--- config.mk ---
export PLATFORM = sky130hd
export DESIGN_NAME = inverse_congruential_generator
export DESIGN_NICKNAME = d
export VERILOG_FILES = /design/src/rtl/icg_pkg.sv /design/src/rtl/icg_engine.sv /design/src/rtl/inverse_congruential_generator.sv
export SDC_FILE = /design/constraint.sdc
export NUM_CORES = 2
export LEC_CHECK = 0
export BUFFER_PORTS_ARGS = -buffer_cell sky130_fd_sc_hd__buf_2
export CELL_PAD_IN_SITES_DETAIL_PLACEMENT = 1
export CELL_PAD_IN_SITES_GLOBAL_PLACEMENT = 2
export CORE_ASPECT_RATIO = 0.7
export CORE_MARGIN = 10
export CORE_UTILIZATION = 38
export CTS_CLUSTER_DIAMETER = 80
export DETAILED_ROUTE_END_ITERATION = 12
export PLACE_DENSITY = 0.8
export RECOVER_POWER = 50
export SLEW_MARGIN = 5
export SYNTH_ARGS = -nofsm -noshare
export SYNTH_HDL_FRONTEND = slang
export SYNTH_HIERARCHICAL = 1
export SYNTH_SLANG_ARGS = --single-unit
--- constraint.sdc ---
create_clock -name clk -period 5 [get_ports clk]
set_input_delay 0.25 -clock clk [delete_from_list [all_inputs] [get_ports clk]]
set_output_delay 0.25 -clock clk [all_outputs]
set_load 0.005 [all_outputs]
--- src/rtl/icg_pkg.sv ---
// types and constants of the inverse congruential generator
// used by icg_engine and inverse_congruential_generator
package icg_pkg;

	localparam int CFG_IDX_W  = 2;
	localparam int CFG_DATA_W = 32;

	localparam logic [CFG_IDX_W-1:0] REG_MODULUS    = 2'd0;
	localparam logic [CFG_IDX_W-1:0] REG_MULTIPLIER = 2'd1;
	localparam logic [CFG_IDX_W-1:0] REG_INCREMENT  = 2'd2;
	localparam logic [CFG_IDX_W-1:0] REG_SEED       = 2'd3;

	localparam logic [CFG_DATA_W-1:0] MODULUS_RST    = 32'h7FFF_FFFF;
	localparam logic [CFG_DATA_W-1:0] MULTIPLIER_RST = 32'd1;
	localparam logic [CFG_DATA_W-1:0] INCREMENT_RST  = 32'd1;
	localparam logic [CFG_DATA_W-1:0] SEED_RST       = 32'd0;

	typedef enum logic {
		OP_SEED,
		OP_STEP
	} op_t;

	typedef enum logic [1:0] {
		RED_X,
		RED_A,
		RED_C
	} red_t;

	typedef enum logic [2:0] {
		ST_IDLE,
		ST_RED,
		ST_MUL,
		ST_ADDC,
		ST_CHK,
		ST_ALIGN,
		ST_SUB,
		ST_DONE
	} state_t;

	typedef struct packed {
		logic start;
		op_t  op;
	} eng_req_t;

	typedef struct packed {
		logic done;
		logic inv_ok;
	} eng_rsp_t;

endpackage

--- src/rtl/icg_engine.sv ---
// iterative modular arithmetic engine: shift-subtract reduction, shift-add
// modular multiply and extended euclid inversion under one sequencer
// depends on icg_pkg
module icg_engine #(
	parameter int WIDTH = 32
) (
	input  logic                clk,
	input  logic                arst_n,
	input  icg_pkg::eng_req_t   req,
	output icg_pkg::eng_rsp_t   rsp,
	input  logic [WIDTH-1:0]    m,
	input  logic [WIDTH-1:0]    a,
	input  logic [WIDTH-1:0]    c,
	input  logic [WIDTH-1:0]    seed,
	input  logic [WIDTH-1:0]    cur,
	output logic [WIDTH-1:0]    result
);

	localparam int SW = WIDTH + 2;
	localparam int CNTW = $clog2(WIDTH);
	localparam logic [CNTW-1:0] CNT_MAX = CNTW'(WIDTH - 1);

	function automatic logic [WIDTH-1:0] add_mod(input logic [WIDTH-1:0] x,
		input logic [WIDTH-1:0] y, input logic [WIDTH-1:0] mm);
		logic [WIDTH:0] s;
		s = {1'b0, x} + {1'b0, y};
		if (s >= {1'b0, mm}) begin
			s = s - {1'b0, mm};
		end
		return s[WIDTH-1:0];
	endfunction

	icg_pkg::state_t st_q, st_d;
	icg_pkg::op_t    op_q;
	icg_pkg::red_t   red_q;

	logic [CNTW-1:0]      cnt_q;
	logic [CNTW-1:0]      k_q;
	logic [WIDTH-1:0]     rem_q, shf_q;
	logic [WIDTH-1:0]     xr_q, ar_q, cr_q;
	logic [WIDTH-1:0]     acc_q, mx_q, my_q;
	logic [WIDTH-1:0]     ra_q, rb_q, d_q;
	logic signed [SW-1:0] sa_q, sb_q, ds_q;
	logic [WIDTH-1:0]     res_q;
	logic                 ok_q;

	logic [WIDTH:0]       r2, red_sub;
	logic                 red_ge;
	logic [WIDTH-1:0]     red_nx;
	logic [WIDTH-1:0]     mul_add, mul_dbl, t_val;
	logic                 sub_ge, align_ok, last;
	logic [WIDTH-1:0]     ra_sub;
	logic signed [SW-1:0] sa_sub, inv_fix;

	// restoring reduction step
	assign r2      = {rem_q, shf_q[WIDTH-1]};
	assign red_sub = r2 - {1'b0, m};
	assign red_ge  = r2 >= {1'b0, m};
	assign red_nx  = red_ge ? red_sub[WIDTH-1:0] : r2[WIDTH-1:0];

	assign mul_add = add_mod(acc_q, mx_q, m);
	assign mul_dbl = add_mod(mx_q, mx_q, m);
	assign t_val   = add_mod(acc_q, cr_q, m);

	// euclid division step on aligned divisor
	assign sub_ge   = ra_q >= d_q;
	assign ra_sub   = sub_ge ? (ra_q - d_q) : ra_q;
	assign sa_sub   = sub_ge ? (sa_q - ds_q) : sa_q;
	assign align_ok = {d_q, 1'b0} <= {1'b0, ra_q};
	assign inv_fix  = sa_q[SW-1] ? (sa_q + $signed(SW'(m))) : sa_q;

	assign last = (cnt_q == '0);

	always_ff @(posedge clk or negedge arst_n) begin
		if (!arst_n) begin
			st_q <= icg_pkg::ST_IDLE;
		end else begin
			st_q <= st_d;
		end
	end

	always_comb begin
		st_d = st_q;
		unique case (st_q)
			icg_pkg::ST_IDLE: begin
				if (req.start) begin
					st_d = icg_pkg::ST_RED;
				end
			end
			icg_pkg::ST_RED: begin
				if (last) begin
					if (red_q == icg_pkg::RED_C) begin
						st_d = icg_pkg::ST_MUL;
					end else if (red_q == icg_pkg::RED_X && op_q == icg_pkg::OP_SEED) begin
						st_d = icg_pkg::ST_DONE;
					end
				end
			end
			icg_pkg::ST_MUL: begin
				if (last) begin
					st_d = icg_pkg::ST_ADDC;
				end
			end
			icg_pkg::ST_ADDC: st_d = icg_pkg::ST_CHK;
			icg_pkg::ST_CHK: begin
				st_d = (rb_q == '0) ? icg_pkg::ST_DONE : icg_pkg::ST_ALIGN;
			end
			icg_pkg::ST_ALIGN: begin
				if (!align_ok) begin
					st_d = icg_pkg::ST_SUB;
				end
			end
			icg_pkg::ST_SUB: begin
				if (k_q == '0) begin
					st_d = icg_pkg::ST_CHK;
				end
			end
			icg_pkg::ST_DONE: st_d = icg_pkg::ST_IDLE;
			default: st_d = icg_pkg::ST_IDLE;
		endcase
	end

	always_ff @(posedge clk) begin
		unique case (st_q)
			icg_pkg::ST_IDLE: begin
				if (req.start) begin
					op_q  <= req.op;
					red_q <= icg_pkg::RED_X;
					rem_q <= '0;
					shf_q <= (req.op == icg_pkg::OP_SEED) ? seed : cur;
					cnt_q <= CNT_MAX;
				end
			end
			icg_pkg::ST_RED: begin
				if (last) begin
					rem_q <= '0;
					cnt_q <= CNT_MAX;
					unique case (red_q)
						icg_pkg::RED_X: begin
							xr_q  <= red_nx;
							res_q <= red_nx;
							ok_q  <= 1'b1;
							shf_q <= a;
							red_q <= icg_pkg::RED_A;
						end
						icg_pkg::RED_A: begin
							ar_q  <= red_nx;
							shf_q <= c;
							red_q <= icg_pkg::RED_C;
						end
						icg_pkg::RED_C: begin
							cr_q  <= red_nx;
							acc_q <= '0;
							mx_q  <= ar_q;
							my_q  <= xr_q;
						end
						default: red_q <= icg_pkg::RED_X;
					endcase
				end else begin
					rem_q <= red_nx;
					shf_q <= shf_q << 1;
					cnt_q <= cnt_q - 1'b1;
				end
			end
			icg_pkg::ST_MUL: begin
				if (my_q[0]) begin
					acc_q <= mul_add;
				end
				mx_q  <= mul_dbl;
				my_q  <= my_q >> 1;
				cnt_q <= cnt_q - 1'b1;
			end
			icg_pkg::ST_ADDC: begin
				rb_q <= t_val;
				ra_q <= m;
				sa_q <= '0;
				sb_q <= SW'(1);
			end
			icg_pkg::ST_CHK: begin
				if (rb_q == '0) begin
					ok_q  <= (ra_q == WIDTH'(1));
					res_q <= inv_fix[WIDTH-1:0];
				end else begin
					d_q  <= rb_q;
					ds_q <= sb_q;
					k_q  <= '0;
				end
			end
			icg_pkg::ST_ALIGN: begin
				if (align_ok) begin
					d_q  <= d_q << 1;
					ds_q <= ds_q <<< 1;
					k_q  <= k_q + 1'b1;
				end
			end
			icg_pkg::ST_SUB: begin
				if (k_q == '0) begin
					ra_q <= rb_q;
					rb_q <= ra_sub;
					sa_q <= sb_q;
					sb_q <= sa_sub;
				end else begin
					ra_q <= ra_sub;
					sa_q <= sa_sub;
					d_q  <= d_q >> 1;
					ds_q <= ds_q >>> 1;
					k_q  <= k_q - 1'b1;
				end
			end
			icg_pkg::ST_DONE: begin
			end
			default: begin
			end
		endcase
	end

	assign rsp.done   = (st_q == icg_pkg::ST_DONE);
	assign rsp.inv_ok = ok_q;
	assign result     = res_q;

endmodule

--- src/rtl/inverse_congruential_generator.sv ---
// Inverse congruential generator, top level: configuration registers, generator
// state, handshakes and the result register. Depends on icg_pkg and icg_engine.
// Each advance transaction computes x' = inverse of (a*x + c) mod m and returns it
// with the step count; no_inverse or period_found mark a halt, after which an
// advance repeats the final result. A restart transaction loads seed mod m; its
// result comes from a reduction on the engine, or is zero in the cycle after acceptance
// if the modulus is zero. An advance runs three reductions (x, a and c), a shift-add
// multiply, the addition of c and the extended euclid loop, all on the one engine. A
// halted advance, or one with modulus below two, returns its result in the cycle after
// acceptance without the engine. in_ready stays low while the engine works or a result
// waits to be taken.
module inverse_congruential_generator #(
	parameter int WIDTH = 32
) (
	input  logic                             clk,
	input  logic                             arst_n,
	input  logic                             cfg_we,
	input  logic [icg_pkg::CFG_IDX_W-1:0]    cfg_index,
	input  logic [icg_pkg::CFG_DATA_W-1:0]   cfg_data,
	input  logic                             in_valid,
	output logic                             in_ready,
	input  logic                             restart,
	output logic                             out_valid,
	input  logic                             out_ready,
	output logic [31:0]                      value,
	output logic [31:0]                      step_count,
	output logic                             no_inverse,
	output logic                             period_found
);

	localparam int CW = (WIDTH < 32) ? WIDTH : 32;

	logic [icg_pkg::CFG_DATA_W-1:0] modulus_q, multiplier_q, increment_q, seed_q;
	logic [WIDTH-1:0] m_w, a_w, c_w, s_w;
	logic [WIDTH-1:0] cur_q, start_q, eng_res;
	logic [31:0]      steps_q;
	logic             halted_q, hni_q, busy_q, out_valid_q;
	icg_pkg::op_t     op_q;
	icg_pkg::eng_req_t req;
	icg_pkg::eng_rsp_t rsp;
	logic             acc, m_zero, m_lt2;

	always_ff @(posedge clk or negedge arst_n) begin
		if (!arst_n) begin
			modulus_q    <= icg_pkg::MODULUS_RST;
			multiplier_q <= icg_pkg::MULTIPLIER_RST;
			increment_q  <= icg_pkg::INCREMENT_RST;
			seed_q       <= icg_pkg::SEED_RST;
		end else if (cfg_we) begin
			unique case (cfg_index)
				icg_pkg::REG_MODULUS:    modulus_q    <= cfg_data;
				icg_pkg::REG_MULTIPLIER: multiplier_q <= cfg_data;
				icg_pkg::REG_INCREMENT:  increment_q  <= cfg_data;
				icg_pkg::REG_SEED:       seed_q       <= cfg_data;
				default: begin
				end
			endcase
		end
	end

	assign m_w = WIDTH'(modulus_q[CW-1:0]);
	assign a_w = WIDTH'(multiplier_q[CW-1:0]);
	assign c_w = WIDTH'(increment_q[CW-1:0]);
	assign s_w = WIDTH'(seed_q[CW-1:0]);

	assign m_zero   = (m_w == '0);
	assign m_lt2    = (m_w < WIDTH'(2));
	assign in_ready = !busy_q && (!out_valid_q || out_ready);
	assign acc      = in_valid && in_ready;

	// engine starts on a restart with nonzero modulus or an advance that is not halted and has modulus of at least two
	always_comb begin
		req.start = 1'b0;
		req.op    = restart ? icg_pkg::OP_SEED : icg_pkg::OP_STEP;
		if (acc) begin
			if (restart) begin
				req.start = !m_zero;
			end else begin
				req.start = !halted_q && !m_lt2;
			end
		end
	end

	icg_engine #(
		.WIDTH(WIDTH)
	) u_engine (
		.clk    (clk),
		.arst_n (arst_n),
		.req    (req),
		.rsp    (rsp),
		.m      (m_w),
		.a      (a_w),
		.c      (c_w),
		.seed   (s_w),
		.cur    (cur_q),
		.result (eng_res)
	);

	always_ff @(posedge clk or negedge arst_n) begin
		if (!arst_n) begin
			cur_q       <= '0;
			start_q     <= '0;
			steps_q     <= '0;
			halted_q    <= 1'b0;
			hni_q       <= 1'b0;
			busy_q      <= 1'b0;
			out_valid_q <= 1'b0;
			op_q        <= icg_pkg::OP_SEED;
		end else begin
			if (rsp.done) begin
				busy_q      <= 1'b0;
				out_valid_q <= 1'b1;
				if (op_q == icg_pkg::OP_SEED) begin
					cur_q    <= eng_res;
					start_q  <= eng_res;
					steps_q  <= '0;
					halted_q <= 1'b0;
					hni_q    <= 1'b0;
				end else if (rsp.inv_ok) begin
					cur_q    <= eng_res;
					halted_q <= (eng_res == start_q);
				end else begin
					halted_q <= 1'b1;
					hni_q    <= 1'b1;
				end
			end else if (acc) begin
				op_q <= req.op;
				if (restart) begin
					if (m_zero) begin
						cur_q       <= '0;
						start_q     <= '0;
						steps_q     <= '0;
						halted_q    <= 1'b0;
						hni_q       <= 1'b0;
						out_valid_q <= 1'b1;
					end else begin
						busy_q      <= 1'b1;
						out_valid_q <= 1'b0;
					end
				end else if (halted_q) begin
					out_valid_q <= 1'b1;
				end else begin
					if (steps_q != '1) begin
						steps_q <= steps_q + 32'd1;
					end
					if (m_lt2) begin
						halted_q    <= 1'b1;
						hni_q       <= 1'b1;
						out_valid_q <= 1'b1;
					end else begin
						busy_q      <= 1'b1;
						out_valid_q <= 1'b0;
					end
				end
			end else if (out_valid_q && out_ready) begin
				out_valid_q <= 1'b0;
			end
		end
	end

	assign out_valid    = out_valid_q;
	assign value        = 32'(cur_q);
	assign step_count   = steps_q;
	assign no_inverse   = halted_q && hni_q;
	assign period_found = halted_q && !hni_q;

endmodule

==> results.md <==
- The max capacitance violation total is 12.
- The post-layout total power is 45.00 mW.
- The setup total negative slack is 0 ns.
- The count of pins over their slew limit is between 600 and 700.
- The static leakage is approximately 23 nW.
- Yosys mapped a number of flops with a built-in enable equal to 500.
- After global routing the overflow that remains totals 0.
- Setup repair after global routing could not meet its margin everywhere.
- Among the stages of the critical path, the cell type that occurs most often is a21oi_1.
- The post-synthesis instance total is between 5000 and 6000.
- At the pin with the least slew margin, the transition time is 3.058 ns.
- The largest individual stage delay along the critical path comes from the cell edfxtp_1.
- The number of H-tree levels is 3.
- The detailed router finished its first iteration with around 4200 violations.
- Entering global routing, the biggest net connects about 150 pins.
- At the worst endpoint, the required time is ~5.4 ns.
- The checks that failed: max-capacitance violations, max-slew violations.
- Clock-pin slew was measured on the worst setup and hold paths at approximately 0.060 ns.
- Of all nets on the critical path, the largest fanout is 4.
- The finished cells cover roughly 0.057 mm2.
- Walking the worst path, the cells encountered are buf_6 > ha_4 > inv_2 > fa_2 > nor2b_2 > o31a_1 > o221ai_4 > a21oi_1 > nor2_1 > o21bai_1 > a21oi_1 > xnor2_1 > ha_1 > a21oi_1 > o221ai_1 > a41o_1 > a221o_2 > a221oi_4 > o21ai_1 > xor2_1 > mux2i_1 > a31oi_1.
- For this design the top-level I/O count stands at 108.
- The flow ran to the end, but the final reports show violations.
- The largest clock skew in the final design is 0.04957 ns.
- Timing analysis after detailed placement gives a worst setup slack of -0.3339 ns.
- Timing would allow up to 0.2006 GHz.
- The final layout contains routed wiring with a total length of about 180000 um.
- The root buffer cell is clkbuf_16.
- For the worst-skew pair, the clock arrives at the later sink with an insertion delay of between 0.7 and 0.8 ns.
- Setup violations remaining at the end of the flow were counted as 0.
- During synthesis, Yosys emitted a total of 6 warnings.
- STA classifies the critical path startpoint as a register.
- The largest registers in the layout are u_engine/ds_q (34), u_engine/sa_q (34), u_engine/sb_q (34).
- The fraction of the yosys area taken by sequential cells is between 40% and 50%.
- The core utilization of the finished layout is between 40% and 50%.
- Dividing total power by cell area gives a power density of slightly below 800 mW/mm2.
- The total placed instance area is around 0.053 mm2.
- The worst setup margin is about 0.016 ns.
- The layout-stage area growth over the synthesis result is 16.19%.
- Dividing the detail-routed wire length by the instance count gives roughly 26 um.
- Dividing the detail-routed via count by the number of cells gives around 6.
- The type of the setup path with the least slack is reg -> reg.
- The number of hold violations in the final report was 0.
- After synthesis the cells add up to 0.04867 mm2.
- The horizontal die dimension is 447.8 um.
- Of the cells placed in the final design, the portion with a size suffix greater than 1 is about 15%.
- The final layout contains approximately 5700 nets.
- The average instance in the mapped netlist occupies 9.648 um2.
- The highest cell delay on the worst timing path is around 0.46 ns.
- The first global-routing pass estimated 275400 um of wire.
- The detailed-router iteration count before antenna repair is 6.
- The area of the die is approximately 0.14 mm2.
- For this run, the leading register cell type out of synthesis is edfxtp_1.
- The count of unresolved DRC violations after routing is 0.
- The register-to-register setup slack is 0.02 ns.
- TritonCTS created 80 clock buffers.
- Global routing used between 20% and 30% of the available tracks across all layers.
- The proportion of synthesized flip-flops having asynchronous set or reset is a little under a third.
- The initial antenna violation count is 13.
- The number of standard cells in the layout, taps in and fillers out is between 7000 and 8000.
- The period utilization is about 100%.
- Synthesis inferred around 730 register bits.
- The clock period minus worst slack is around 5 ns.
- The via count of the first global-routing pass is 41570.
- The number of rows in the core area is roughly 110.
- The initial cell density of the core is 38.42%.
- IR analysis of the VDD net gives a maximum drop of between 0.5 and 0.6 mV.
- The tree built by TritonCTS fans out to about 730 sinks.
- Detailed routing inserted a total of 42190 vias.
- The weighted congestion reported at the end of routability-driven placement is between 0.9 and 1.
- The vertical die dimension is 319.4 um.
- The sort of element at the end of the critical path is a register.
- Data on the critical path arrives at its endpoint at 5.41 ns.
- During placement, the flow inserted port buffers numbering around 110.
- The CTS tree is yes.
- The area of the placeable core is 0.1267 mm2.
- The min-delay analysis places its worst path in the category in -> reg.
- The detail route stage leaves a number of antenna-violating nets equal to 0.
- The half-perimeter wire length of the detailed placement result is between 100000 and 150000 um.
- Headroom to the max-slew limit came out at -103.9%.
- The post-synthesis net count is 5419.
- The tightest hold margin is around 0.13 ns.
- The count of placed standard cells including taps is 6867.
- The number of buffers on the longest clock path is 3.
- The distinct cell type count of the synthesized netlist is 98.
==> area by class of cell <==
| cell class | instances | area, um2 |
|---|---|---|
| Antenna cell | 4 | 10.01 |
| Clock buffer | 102 | 2146 |
| Clock inverter | 42 | 486.7 |
| Fill cell | 14210 | 70140 |
| Inverter | 261 | 982.2 |
| Multi-Input combinational cell | 3834 | 26690 |
| Sequential cell | 732 | 20860 |
| Tap cell | 1665 | 2083 |
| Timing Repair Buffer | 443 | 3296 |
==> Yosys cell counts (118+ instances only) <==
| cell | count | area share, % |
|---|---|---|
| inv_1 | 259 | 2.0 |
| xnor2_1 | 165 | 3.0 |
| mux2_2 | 129 | 3.0 |
| nor2_1 | 374 | 2.9 |
| a21oi_1 | 442 | 4.5 |
| dfrtp_1 | 199 | 10 |
| edfxtp_1 | 500 | 31 |
| o21ai_0 | 186 | 1.9 |
| a21o_1 | 172 | 2.7 |
| nand2_1 | 574 | 4.4 |
| mux2i_1 | 118 | 2.4 |
| clkbuf_1 | 172 | 1.3 |
| ha_1 | 324 | 8.3 |
==> cell usage in the layout, fill, tap and decap left out, drive strengths merged, types with 165 or more instances in the layout <==
cell type / n
a21o: 172
a21oi: 443
buf: 333
clkbuf: 177
dfrtp: 199
edfxtp: 500
ha: 324
inv: 269
nand2: 574
nor2: 374
o21ai: 268
xnor2: 165
==> critical path, delay by kind of cell, from the launching register on <==
family	cells	cell delay (ns)
AOI/OAI and AO/OA	12	2.37
adders and majority gates	3	0.82
xor gates and xnor gates	2	0.47
DFF	1	0.46
and+or+nand+nor	2	0.26
buffers and inverters	2	0.18
muxes	1	0.14
==> power breakdown <==
| group | leakage [nW] | switching (mW) | internal (mW) | total [mW] |
|---|---|---|---|---|
| Combinational | 14.7 | 16.8 | 10.8 | 27.5 |
| Clock | 1.27 | 2.76 | 3.39 | 6.15 |
| Sequential | 7.45 | 1.77 | 9.53 | 11.3 |
| Total | 23.5 | 21.3 | 23.7 | 45.0 |
==> metal layers <==
metal	global-route usage, %	part of all wire (%)
met5	0	0.030
met1	39.53	49
met3	6.078	9.4
met2	33.57	39
met4	5.113	1.9
==> path summary, 6_finish.rpt <==
path / start / cells past startpoint / endpoint
hold / removal: in_valid / 4 / busy_q$_DFFE_PN0P_
max in group asynchronous: arst_n / 3 / step_count[26]$_DFFE_PN0P_
setup reg to reg: u_engine/acc_q[0]$_SDFFCE_PN0P_ / 22 / u_engine/acc_q[30]$_SDFFCE_PN0P_
hold reg to reg: s_w[2]$_DFFE_PN0P_ / 1 / s_w[2]$_DFFE_PN0P_
min in group asynchronous: arst_n / 2 / a_w[19]$_DFFE_PN0P_
setup / recovery: u_engine/acc_q[0]$_SDFFCE_PN0P_ / 22 / u_engine/acc_q[30]$_SDFFCE_PN0P_
==> timing repair <==
action / 4_1_cts / 5_1_grt
pin swaps: 23 / 62
endpoints found under the hold margin: 212 / 0
buffers inserted: 12 / 18
resized for setup: 49 / 101
setup endpoints to repair: 64 / 64
gates cloned: 3 / 1
hold buffers: 35 / 0
==> cells by family after synthesis <==
kind of cell / count (synthesis) / share of synthesized area (%)
AOI/OAI and AO/OA: 1506 / 20.38
xor gates and xnor gates: 262 / 4.714
adders and majority gates: 334 / 8.740
buffers and inverters: 479 / 3.848
DFF: 732 / 42.86
muxes: 248 / 5.434
and+or+nand+nor: 1484 / 14.03
Note: power is estimated with default switching activity, not from simulation.
